## config.mk

```make
export PLATFORM = sky130hd
export DESIGN_NAME = mode_switch_header_codec
export DESIGN_NICKNAME = d
export VERILOG_FILES = /design/src/rtl/mshc_pkg.sv /design/src/rtl/mshc_codec.sv /design/src/rtl/mode_switch_header_codec.sv
export SDC_FILE = /design/constraint.sdc
export NUM_CORES = 1
export LEC_CHECK = 0
export BUFFER_PORTS_ARGS = -buffer_cell sky130_fd_sc_hd__buf_2
export CORE_ASPECT_RATIO = 1.5
export CORE_MARGIN = 4
export CORE_UTILIZATION = 25
export DETAILED_ROUTE_END_ITERATION = 8
export RECOVER_POWER = 100
export SLEW_MARGIN = 10
export SYNTH_ARGS = -nofsm -noshare
export SYNTH_HDL_FRONTEND = slang
export SYNTH_SLANG_ARGS = --single-unit
```

## constraint.sdc

```tcl
create_clock -name clk -period 3.3 [get_ports clk]
set_input_delay 0.33 -clock clk [delete_from_list [all_inputs] [get_ports clk]]
set_output_delay 0.33 -clock clk [all_outputs]
set_load 0.02 [all_outputs]
```

## src/rtl/mshc_pkg.sv

```systemverilog
`default_nettype none

package mshc_pkg;

  localparam int unsigned MSG_BITS = 11;
  localparam int unsigned CSUM_BITS = 4;
  localparam logic [3:0] HDR_BYTES = 4'd2;

  localparam logic [2:0] ST_OK = 3'd0;
  localparam logic [2:0] ST_BAD_LENGTH = 3'd1;
  localparam logic [2:0] ST_FLAG_CLEAR = 3'd2;
  localparam logic [2:0] ST_BAD_CSUM = 3'd3;
  localparam logic [2:0] ST_BAD_PARITY = 3'd4;

  localparam logic REQ_BUILD = 1'b0;
  localparam logic REQ_PARSE = 1'b1;

  // x^(14-i) mod x^4+x+1, one entry per message bit i (bit 0 is highest degree)
  localparam logic [CSUM_BITS-1:0] CSUM_SYN [MSG_BITS] = '{
    4'h9, 4'hD, 4'hF, 4'hE, 4'h7, 4'hA, 4'h5, 4'hB, 4'hC, 4'h6, 4'h3
  };

  typedef struct packed {
    logic        req_type;
    logic [7:0]  new_mode_id;
    logic [15:0] phr_in;
    logic [3:0]  byte_count;
  } in_t;

  typedef struct packed {
    logic [15:0] phr_out;
    logic [7:0]  mode_id_out;
    logic [2:0]  status;
  } out_t;

  // Remainder is linear in the message, so sum the per-bit syndromes.
  function automatic logic [CSUM_BITS-1:0] hdr_checksum(input logic [MSG_BITS-1:0] msg);
    logic [CSUM_BITS-1:0] rem;
    rem = '0;
    for (int i = 0; i < MSG_BITS; i++) begin
      if (msg[i]) begin
        rem = rem ^ CSUM_SYN[i];
      end
    end
    return rem;
  endfunction

endpackage

`default_nettype wire

```

## src/rtl/mshc_codec.sv

```systemverilog
`default_nettype none

module mshc_codec (
  input  mshc_pkg::in_t  req,
  output mshc_pkg::out_t res
);
  import mshc_pkg::*;

  logic [CSUM_BITS-1:0] build_cs;
  logic [14:0]          build_body;
  logic [CSUM_BITS-1:0] rx_cs;

  assign build_cs   = hdr_checksum({req.new_mode_id, 2'b00, 1'b1});
  assign build_body = {build_cs, req.new_mode_id, 2'b00, 1'b1};
  assign rx_cs      = hdr_checksum(req.phr_in[MSG_BITS-1:0]);

  always_comb begin
    res.phr_out     = '0;
    res.mode_id_out = '0;
    res.status      = ST_OK;
    if (req.req_type == REQ_BUILD) begin
      res.phr_out = {^build_body, build_body};
    end else if (req.byte_count != HDR_BYTES) begin
      res.status = ST_BAD_LENGTH;
    end else if (!req.phr_in[0]) begin
      res.status = ST_FLAG_CLEAR;
    end else if (rx_cs != req.phr_in[14:11]) begin
      res.status = ST_BAD_CSUM;
    end else if ((^req.phr_in[14:0]) != req.phr_in[15]) begin
      res.status = ST_BAD_PARITY;
    end else begin
      res.mode_id_out = req.phr_in[10:3];
    end
  end

endmodule

`default_nettype wire

```

## src/rtl/mode_switch_header_codec.sv

```systemverilog
// Mode-switch PHY header codec. Each input transfer either builds a 16-bit
// mode-switch header from a PHY mode id (flag set, reserved bits zero, BCH
// checksum over bits 0-10 in bits 11-14, odd-count parity in bit 15) or
// parses a received header and checks, in order, length of 2 bytes, flag,
// checksum and parity; status reports the first failure and the mode id is
// returned only when all checks pass. Byte 0 of the header is bits 7:0.
// One result transfer follows every input transfer, in order. The block
// accepts one header per cycle while the output is not stalled; each
// header passes through an input register, then a result register
// around the combinational codec logic. Output stalls hold both stages.
`default_nettype none

module mode_switch_header_codec (
  input  wire            clk,
  input  wire            rst_n,
  input  wire            in_valid,
  output logic           in_stall,
  input  mshc_pkg::in_t  in_data,
  output logic           out_valid,
  input  wire            out_stall,
  output mshc_pkg::out_t out_data
);
  import mshc_pkg::*;

  // input stage
  logic in_valid_r;
  in_t  in_data_r;
  // result stage
  logic out_valid_r;
  out_t out_data_r;

  out_t codec_res;
  logic out_adv;
  logic in_adv;

  // Advance the result stage when it is empty or its transfer completes;
  // advance the input stage when it is empty or can move forward.
  assign out_adv  = !out_valid_r || !out_stall;
  assign in_adv   = !in_valid_r || out_adv;
  assign in_stall = !in_adv;

  always_ff @(posedge clk) begin
    if (!rst_n) begin
      in_valid_r <= 1'b0;
    end else if (in_adv) begin
      in_valid_r <= in_valid;
    end
  end

  // Payload needs no reset; hold it while stalled.
  always_ff @(posedge clk) begin
    if (in_adv && in_valid) begin
      in_data_r <= in_data;
    end
  end

  mshc_codec u_codec (
    .req (in_data_r),
    .res (codec_res)
  );

  always_ff @(posedge clk) begin
    if (!rst_n) begin
      out_valid_r <= 1'b0;
    end else if (out_adv) begin
      out_valid_r <= in_valid_r;
    end
  end

  always_ff @(posedge clk) begin
    if (out_adv && in_valid_r) begin
      out_data_r <= codec_res;
    end
  end

  assign out_valid = out_valid_r;
  assign out_data  = out_data_r;

  // A failed parse never returns a mode id.
  a_fail_no_id: assert property (@(posedge clk) disable iff (!rst_n)
    out_valid_r && (out_data_r.status != ST_OK) |-> (out_data_r.mode_id_out == '0))
    else $error("mode id returned on failed parse");

  // A built header carries the flag, zero reserved bits, even overall parity
  // and no mode id or error.
  a_build_form: assert property (@(posedge clk) disable iff (!rst_n)
    out_valid_r && (out_data_r.phr_out != '0) |->
      out_data_r.phr_out[0] && (out_data_r.phr_out[2:1] == 2'b00) &&
      !(^out_data_r.phr_out) && (out_data_r.status == ST_OK) &&
      (out_data_r.mode_id_out == '0))
    else $error("malformed built header");

  // Status codes stay within the defined set.
  a_status_range: assert property (@(posedge clk) disable iff (!rst_n)
    out_valid_r |-> (out_data_r.status <= ST_BAD_PARITY))
    else $error("undefined status code");

  // A full input stage with a stalled result stage must hold off input.
  a_backpressure: assert property (@(posedge clk) disable iff (!rst_n)
    in_valid_r && out_valid_r && out_stall |-> in_stall)
    else $error("input accepted with both stages full");

endmodule

`default_nettype wire

```

==> flow_metrics.env, run 1 <==
export IMPL_cts_hold_buf=0
export IMPL_diodes=0
export IMPL_ctsRootBufferMaster="clkbuf_16"
export IMPL_drive_gt1_share_pct=19.0
export IMPL_row_count=42
export IMPL_met3WireLength_um=180
export IMPL_finalHoldViolCount=0
export IMPL_synth_cell_types=25
export IMPL_gp_congestion=0.742
export IMPL_route_vias_total=1242
export IMPL_wl_per_cell_um=12.0
export IMPL_dieArea_um2=10900
export IMPL_fill_cells=898
export IMPL_crit_required_ps=3420
export IMPL_drcViolationCount=0
export IMPL_wl_met1_um=1500
export IMPL_timing_fmax_mhz=381
export IMPL_fin_crit_sh_pct=79.4
export IMPL_die_y_um=126
export IMPL_cts_sinks=56
export IMPL_seq_area_frac_synth_pct=71.7
export IMPL_cts_tree="done"
export IMPL_wl_met2_um=2030
export IMPL_cts_resized=0
export IMPL_coreArea_um2=8930
export IMPL_die_width_um=86.6
export IMPL_clk_path_buf_depth=2
export IMPL_netlist_top_cells_area="edfxtp_1 (70%), xnor2_1 (6.4%), xnor3_1 (4.9%), xor2_1 (3.8%), nor2b_1 (3.0%)"
export IMPL_max_slew_margin_pct=0.359
export IMPL_multi_input_area_um2=611
export IMPL_topRoutingLayerUsed="met4"
export IMPL_drv_cap=0
export IMPL_grt_max_degree=30
export IMPL_arrival_ps=2750
export IMPL_start_util_pct=26.0
export IMPL_routed_wirelength_um=3830
export IMPL_postCtsSetupBuffers=0
export IMPL_netlist_instances=142
export IMPL_grt_pass1_wl_um=5930
export IMPL_endpoint_kind="flop"
export IMPL_ys_seq_elements=56
export IMPL_syn_avg_cell_area_um2=16.3
export IMPL_critPathMaxFanout=9
export IMPL_gr_total_overflow=0
export IMPL_rsz0062_at_grt="false"
export IMPL_antenna_found_initial=0
export IMPL_critPathLaunchType="flop"
export IMPL_drt_first_iter_violations=56
export IMPL_syn_area_um2=2320
export IMPL_place_area_um2=2770
export IMPL_ios=62
export IMPL_final_setup_tns_ps=0
export IMPL_area_growth_pct=23.3
export IMPL_crit_type="reg -> reg"
export IMPL_cts_max_level=2
export IMPL_finalMaxSlewViolations=0
export IMPL_synth_top_cell_by_area="edfxtp_1"
export IMPL_insertion_delay_ps=290
export IMPL_cts_buffers=5
export IMPL_io_buffers=59
export IMPL_finClkSkew_ps=3.88
export IMPL_final_net_count=242
export IMPL_yosysTopAreaCellShare_pct=69.9
export IMPL_power_density_nw_per_um2=559
export IMPL_routed_via_density=3.88
export IMPL_postRouteAntennaNets=0
export IMPL_vdd_drop_max_mv=0.227
export IMPL_clk_pin_slew_ps=70
export IMPL_hp_class="in -> reg"
export IMPL_seq_area_um2=1660
export IMPL_grt_util_all_layers_pct=7.30
export IMPL_p_leak_nw=1.06
export IMPL_dp_hpwl_um=2990
export IMPL_worst_slew_pin_transition_ps=1490
export IMPL_yosysWarnings=0
export IMPL_drt_first_pass_iters=4
export IMPL_status="finished clean"
export IMPL_grt_pass1_vias=1251
export IMPL_final_cell_area_um2=2860
export IMPL_period_minus_slack_ps=2620
export IMPL_setup_violations_final=0
## layout by cell type, fill, tap and decap left out, drive strengths merged
cell type	n
a211oi	1
clkinv	3
xnor2	17
a21oi	2
a2111o	1
nand3	2
nor2	5
dfxtp	2
xor3	1
inv	9
nor3	8
nor3b	1
clkbuf	36
nor4b	1
xor2	10
and3	1
xnor3	5
nand2	3
nor2b	11
a21boi	1
conb	2
or3	1
buf	31
o21a	1
edfxtp	54
o22ai	1
## cell families after synthesis
family | after synthesis | share of synthesized area (%)
AOI/OAI and AO/OA | 7 | 2.16
xor gates and xnor gates | 33 | 16.1
buffers and inverters | 12 | 2.27
DFF | 56 | 71.7
other | 1 | 0.162
and+or+nand+nor | 33 | 7.66
## layout make-up
class / instances / share of cell area, %
timing repair buffer: 62 / 9.50
multi-input combinational: 75 / 21.4
sequential: 56 / 58.1
clock inverter: 3 / 0.656
tap: 110 / 4.81
inverter: 9 / 1.18
clock buffer: 5 / 4.38
## layer usage
metal  GRT usage, %  up-vias
li1               -      633
met1           7.60      569
met2           12.3       33
met3           2.03        7
met4           5.23        0
met5              0        -
## state kept, by name, summed over array words and instances (netlist names)
register / flops
in_data_r: 29
out_data: 25
in_valid_r: 1
out_valid: 1
## metrics by stage
stage	hold WS [ps]	utilization [%]	cells	setup WS [ps]	power, mW
finish	212	32.0	320	678	1.60
global route	193	32.0	320	552	1.67
CTS	200	32.6	320	651	1.63
detailed placement	499	31.0	312	705	1.11
global placement	479	31.0	312	790	1.11
floorplan	429	-	143	600	1.05
## synth_stat cells
cell,instances
a211oi_1,1
dfxtp_1,2
xnor3_1,5
nand3_1,2
nand2_1,3
nor2_1,5
a21boi_0,1
xor3_1,1
a21oi_1,2
clkbuf_1,1
edfxtp_1,54
nor3b_1,1
xnor2_1,17
a2111o_1,1
o22ai_1,1
xor2_1,10
inv_1,9
nor2b_1,11
buf_4,2
and3_1,1
o21a_1,1
nor3_1,8
nor4b_1,1
conb_1,1
or3_1,1
## path summary, 6_finish.rpt
path / from / end / slack [ps] / cells after the start
worst max-delay path: in_data_r[4]$_DFFE_PP_ / out_data[5]$_SDFFCE_PP0P_ / 680 / 5
worst min-delay path: in_data[12] / in_data_r[12]$_DFFE_PP_ / 210 / 1
worst max register to register: in_data_r[4]$_DFFE_PP_ / out_data[5]$_SDFFCE_PP0P_ / 680 / 5
worst min register to register: in_valid_r$_SDFFE_PN0N_ / out_valid$_SDFFE_PN0P_ / 510 / 2
## worst max-delay path, stage by stage (launching register included)
cell and delay [ps]:
edfxtp_1 450, xnor3_1 420, xor3_1 420, or3_1 410
a2111o_1 550, nor3_1 190
## report_power, final
group / switching (mW) / internal (mW) / total, mW / leakage [nW]
sequential: 0.0196 / 0.828 / 0.848 / 0.530
combinational: 0.136 / 0.105 / 0.241 / 0.453
clock: 0.229 / 0.280 / 0.509 / 0.0736
total: 0.384 / 1.21 / 1.60 / 1.06
Power figures use the tool's default switching activity.
==> inputs of run 2 (changes only) <==
==> constraint.sdc (replaced) <==
create_clock -name clk -period 2.4 [get_ports clk]
set_input_delay 0.24 -clock clk [delete_from_list [all_inputs] [get_ports clk]]
set_output_delay 0.24 -clock clk [all_outputs]
set_load 0.02 [all_outputs]
==> flow_metrics.env, run 2 (synthesis results as in run 1) <==
export IMPL_cts_max_level=2
export IMPL_drt_first_iter_violations=50
export IMPL_multi_input_area_um2=674
export IMPL_final_setup_tns_ps=0
export IMPL_coreArea_um2=8930
export IMPL_finalHoldViolCount=0
export IMPL_dieArea_um2=10900
export IMPL_wl_per_cell_um=12.1
export IMPL_crit_required_ps=2540
export IMPL_drv_cap=0
export IMPL_row_count=42
export IMPL_holdWs_ps=117
export IMPL_cts_tree="done"
export IMPL_period_minus_slack_ps=2300
export IMPL_ctsRootBufferMaster="clkbuf_16"
export IMPL_insertion_delay_ps=290
export IMPL_drive_gt1_share_pct=27.6
export IMPL_postRouteAntennaNets=0
export IMPL_max_slew_margin_pct=16.5
export IMPL_fill_cells=919
export IMPL_cts_buffers=5
export IMPL_p_int_mw=1.72
export IMPL_combPwrFrac_pct=17.4
export IMPL_timing_fmax_mhz=435
export IMPL_start_util_pct=26.0
export IMPL_drcViolationCount=0
export IMPL_power_density_nw_per_um2=762
export IMPL_timing_final_ws_setup_ps=104
export IMPL_grt_pass1_wl_um=6190
export IMPL_power_frac_seq_pct=50.8
export IMPL_endpoint_kind="flop"
export IMPL_cts_sinks=56
export IMPL_routed_wirelength_um=4020
export IMPL_place_inst=316
export IMPL_die_width_um=86.6
export IMPL_seq_area_um2=1660
export IMPL_cts_hold_buf=0
export IMPL_gr_total_overflow=0
export IMPL_p_leak_nw=1.13
export IMPL_hp_class="in -> reg"
export IMPL_area_growth_pct=29.8
export IMPL_final_cells=332
export IMPL_clk_path_buf_depth=2
export IMPL_status="finished clean"
export IMPL_top_register="in_data_r"
export IMPL_netSwitchingFraction_pct=25.1
export IMPL_mostFrequentLayoutCells="edfxtp_1 (54), buf_2 (32), clkbuf_1 (29), xnor2_1 (15)"
export IMPL_fin_crit_sh_pct=95.7
export IMPL_antenna_found_initial=1
export IMPL_ios=62
export IMPL_largest_register_ffs=29
export IMPL_final_core_util_pct=33.7
export IMPL_crit_type="reg -> reg"
export IMPL_finClkSkew_ps=4.28
export IMPL_routed_via_density=3.92
export IMPL_critPathLaunchType="flop"
export IMPL_mostFrequentLayoutCell="edfxtp_1"
export IMPL_arrival_ps=2430
export IMPL_setup_violations_final=0
export IMPL_grt_max_degree=30
export IMPL_dpl_worst_slack_ps=-50.3
export IMPL_io_buffers=59
export IMPL_grt_util_all_layers_pct=7.59
export IMPL_finalMaxSlewViolations=0
export IMPL_drt_first_pass_iters=2
export IMPL_final_net_count=253
export IMPL_worst_slew_pin_transition_ps=1250
export IMPL_die_y_um=126
export IMPL_clk_pin_slew_ps=70
export IMPL_power_switching_mw=0.577
export IMPL_grt_pass1_vias=1314
export IMPL_critPathMaxFanout=5
export IMPL_gp_congestion=0.752
export IMPL_vdd_drop_max_mv=0.435
export IMPL_p_clk_share_pct=31.8
export IMPL_route_vias_total=1300
[run 2: final timing paths]
check | from | slack (ps) | endpoint | cells after the start
hold / removal | in_data[1] | 120 | in_data_r[1]$_DFFE_PP_ | 1
setup / recovery | in_data_r[4]$_DFFE_PP_ | 100 | out_data[3]$_SDFFCE_PP0P_ | 5
hold reg to reg | in_valid_r$_SDFFE_PN0N_ | 520 | out_valid$_SDFFE_PN0P_ | 2
setup reg to reg | in_data_r[4]$_DFFE_PP_ | 100 | out_data[3]$_SDFFCE_PP0P_ | 5
[run 2: layout make-up]
class | instances | share of cell area (%)
tap | 110 | 4.57
inverter | 9 | 1.12
multi-input combinational | 76 | 22.4
antenna | 1 | 0.0832
sequential | 56 | 55.2
clock inverter | 3 | 0.832
clock buffer | 5 | 4.16
timing repair buffer | 72 | 11.6
[run 2: critical path, cell delays in order (launching register included)]
cell	delay (ps)
edfxtp_1	390
xnor3_1	430
xor3_1	250
or3_4	420
a2111o_1	500
nor3_2	150
[run 2: timing repair]
item | 4_1_cts | 5_1_grt
pin swaps | 3 | 4
endpoints found under the hold margin | 0 | 0
endpoints found under the setup margin | 9 | 8
cloned | 1 | 0
setup buffers | 1 | 5
resized for setup | 4 | 5
[run 2: metrics by stage]
stage                     total power [mW]  instance area (um2)
after floorplan                       1.44                 2320
after global placement                1.55                 2800
after detailed placement              1.56                 2800
after CTS                             2.31                 2990
after global routing                  2.41                 3010
final                                 2.29                 3010
[run 2: layer usage]
| metal | vias to the layer above | routed length (um) | share of wire [%] | track usage [%] |
|---|---|---|---|---|
| met4 | 0 | 108 | 2.7 | 5.78 |
| met5 | - | 0 | 0 | 0 |
| met2 | 36 | 2130 | 53 | 12.4 |
| met1 | 595 | 1580 | 39 | 8.22 |
| li1 | 662 | - | - | - |
| met3 | 7 | 205 | 5.1 | 1.96 |
[run 2: power groups by stage]
stage	Combinational, mW	Clock (mW)	Sequential [mW]
2_1_floorplan	0.221	0	1.22
3_3_place_gp	0.368	0	1.19
3_5_place_dp	0.373	0	1.19
4_1_cts	0.393	0.755	1.16
5_1_grt	0.441	0.798	1.17
6_report	0.399	0.730	1.17
==> inputs of run 3 (changes only) <==
--- a/config.mk
+++ b/config.mk
@@ -6,10 +6,13 @@
 export NUM_CORES = 1
 export LEC_CHECK = 0
 export BUFFER_PORTS_ARGS = -buffer_cell sky130_fd_sc_hd__buf_2
+export CELL_PAD_IN_SITES_DETAIL_PLACEMENT = 1
+export CELL_PAD_IN_SITES_GLOBAL_PLACEMENT = 2
 export CORE_ASPECT_RATIO = 1.5
 export CORE_MARGIN = 4
 export CORE_UTILIZATION = 25
 export DETAILED_ROUTE_END_ITERATION = 8
+export PLACE_DENSITY_LB_ADDON = 0.1
 export RECOVER_POWER = 100
 export SLEW_MARGIN = 10
 export SYNTH_ARGS = -nofsm -noshare
==> flow_metrics.env, run 3 (synthesis results as in run 1) <==
export IMPL_status="finished clean"
export IMPL_drive_gt1_share_pct=26.9
export IMPL_p_clk_share_pct=33.8
export IMPL_power_frac_seq_pct=48.4
export IMPL_cts_hold_buf=0
export IMPL_drv_cap=0
export IMPL_seq_area_um2=1660
export IMPL_fill_cells=972
export IMPL_p_leak_nw=1.15
export IMPL_crit_required_ps=2540
export IMPL_gp_congestion=0.774
export IMPL_rsz0062_at_grt="true"
export IMPL_grt_max_degree=30
export IMPL_largest_register_ffs=29
export IMPL_mostFrequentLayoutCell="edfxtp_1"
export IMPL_finClkSkew_ps=5.22
export IMPL_routed_via_density=4.20
export IMPL_power_density_nw_per_um2=792
export IMPL_antenna_found_initial=0
export IMPL_drt_first_iter_violations=35
export IMPL_dpl_worst_slack_ps=-126
export IMPL_grt_pass1_vias=1617
export IMPL_hp_class="in -> reg"
export IMPL_max_slew_margin_pct=10.8
export IMPL_die_y_um=126
export IMPL_drt_first_pass_iters=3
export IMPL_dieArea_um2=10900
export IMPL_coreArea_um2=8930
export IMPL_cts_max_level=2
export IMPL_place_area_um2=2810
export IMPL_io_buffers=59
export IMPL_worst_slew_pin_transition_ps=1340
export IMPL_critPathLaunchType="flop"
export IMPL_gr_total_overflow=0
export IMPL_multi_input_area_um2=682
export IMPL_whs_path_depth=1
export IMPL_diodes=0
export IMPL_insertion_delay_ps=290
export IMPL_p_int_mw=1.82
export IMPL_final_net_count=255
export IMPL_setup_violations_final=0
export IMPL_power_switching_mw=0.593
export IMPL_timing_final_ws_setup_ps=32.4
export IMPL_crit_type="reg -> reg"
export IMPL_holdWs_ps=118
export IMPL_ios=62
export IMPL_vdd_drop_max_mv=0.320
export IMPL_period_minus_slack_ps=2370
export IMPL_ctsRootBufferMaster="clkbuf_16"
export IMPL_clk_path_buf_depth=2
export IMPL_cts_sinks=56
export IMPL_arrival_ps=2510
export IMPL_finalHoldViolCount=0
export IMPL_timing_fmax_mhz=422
export IMPL_grt_util_all_layers_pct=9.69
export IMPL_fin_crit_sh_pct=98.7
export IMPL_dp_hpwl_um=3750
export IMPL_finalMaxSlewViolations=0
export IMPL_die_width_um=86.6
export IMPL_cts_tree="done"
export IMPL_final_cell_area_um2=3050
export IMPL_cts_buffers=5
export IMPL_row_count=42
export IMPL_start_util_pct=26.0
export IMPL_grt_pass1_wl_um=7810
export IMPL_routed_wirelength_um=4970
export IMPL_netSwitchingFraction_pct=24.6
export IMPL_mostFrequentLayoutCells="edfxtp_1 (54), clkbuf_1 (31), buf_2 (31), xnor2_1 (15), buf_4 (11)"
export IMPL_critPathMaxFanout=3
export IMPL_reg2regPathDepth=6
export IMPL_area_growth_pct=31.4
export IMPL_endpoint_kind="flop"
export IMPL_top_register="in_data_r"
export IMPL_route_vias_total=1399
export IMPL_wl_per_cell_um=14.9
export IMPL_clk_pin_slew_ps=70
export IMPL_drcViolationCount=0
export IMPL_postRouteAntennaNets=0
export IMPL_combPwrFrac_pct=17.7
[run 3: power by group through the flow]
stage	logic (mW)	registers (mW)	clock network, mW
after global routing	0.464	1.17	0.883
final	0.428	1.17	0.816
after floorplan	0.221	1.22	0
after CTS	0.431	1.17	0.854
after global placement	0.385	1.19	0
after detailed placement	0.397	1.19	0
[run 3: layer usage]
metal / vias up / GRT usage, % / part of all wire [%]
li1: 665 / - / -
met1: 684 / 7.71 / 29
met2: 41 / 19.8 / 62
met3: 9 / 2.94 / 5.9
met4: 0 / 4.68 / 2.5
met5: - / 0 / 0
[run 3: final timing paths]
kind | startpoint | endpoint | slack (ps)
worst min-delay path | in_data[1] | in_data_r[1]$_DFFE_PP_ | 120
worst max register to register | in_data_r[5]$_DFFE_PP_ | out_data[7]$_SDFFCE_PP0P_ | 30
worst max-delay path | in_data_r[5]$_DFFE_PP_ | out_data[7]$_SDFFCE_PP0P_ | 30
worst min register to register | in_valid_r$_SDFFE_PN0N_ | out_valid$_SDFFE_PN0P_ | 540
[run 3: final cells by class]
class	count	area share (%)
flip-flops and latches	56	54.6
multi-input cells	76	22.4
repair buffers	74	12.0
well taps	110	4.52
clock buffers	6	4.23
clock inverters	2	1.15
inverters	9	1.11
[run 3: what timing repair did]
action,4_1_cts,5_1_grt
buffers inserted,4,2
pin swaps,6,2
resized for setup,8,4
gates cloned,1,0
endpoints found under the hold margin,0,0
setup endpoints to repair,9,8
[run 3: critical path: stages (launching register included)]
cell	delay (ps)
edfxtp_1	400
xnor3_1	420
xor3_1	250
or3_4	420
a2111o_1	440
buf_6	160
nor3_4	110
[run 3: metrics by stage]
step                      std cells  util [%]  power [mW]  TNS [ps]
after floorplan                 143         -        1.44     -4.98
after global placement          318      31.5        1.57         0
after detailed placement        318      31.5        1.59      -583
after CTS                       331      34.3        2.45     -24.2
after global routing            333      34.1        2.52      -183
final                           333      34.1        2.41         0
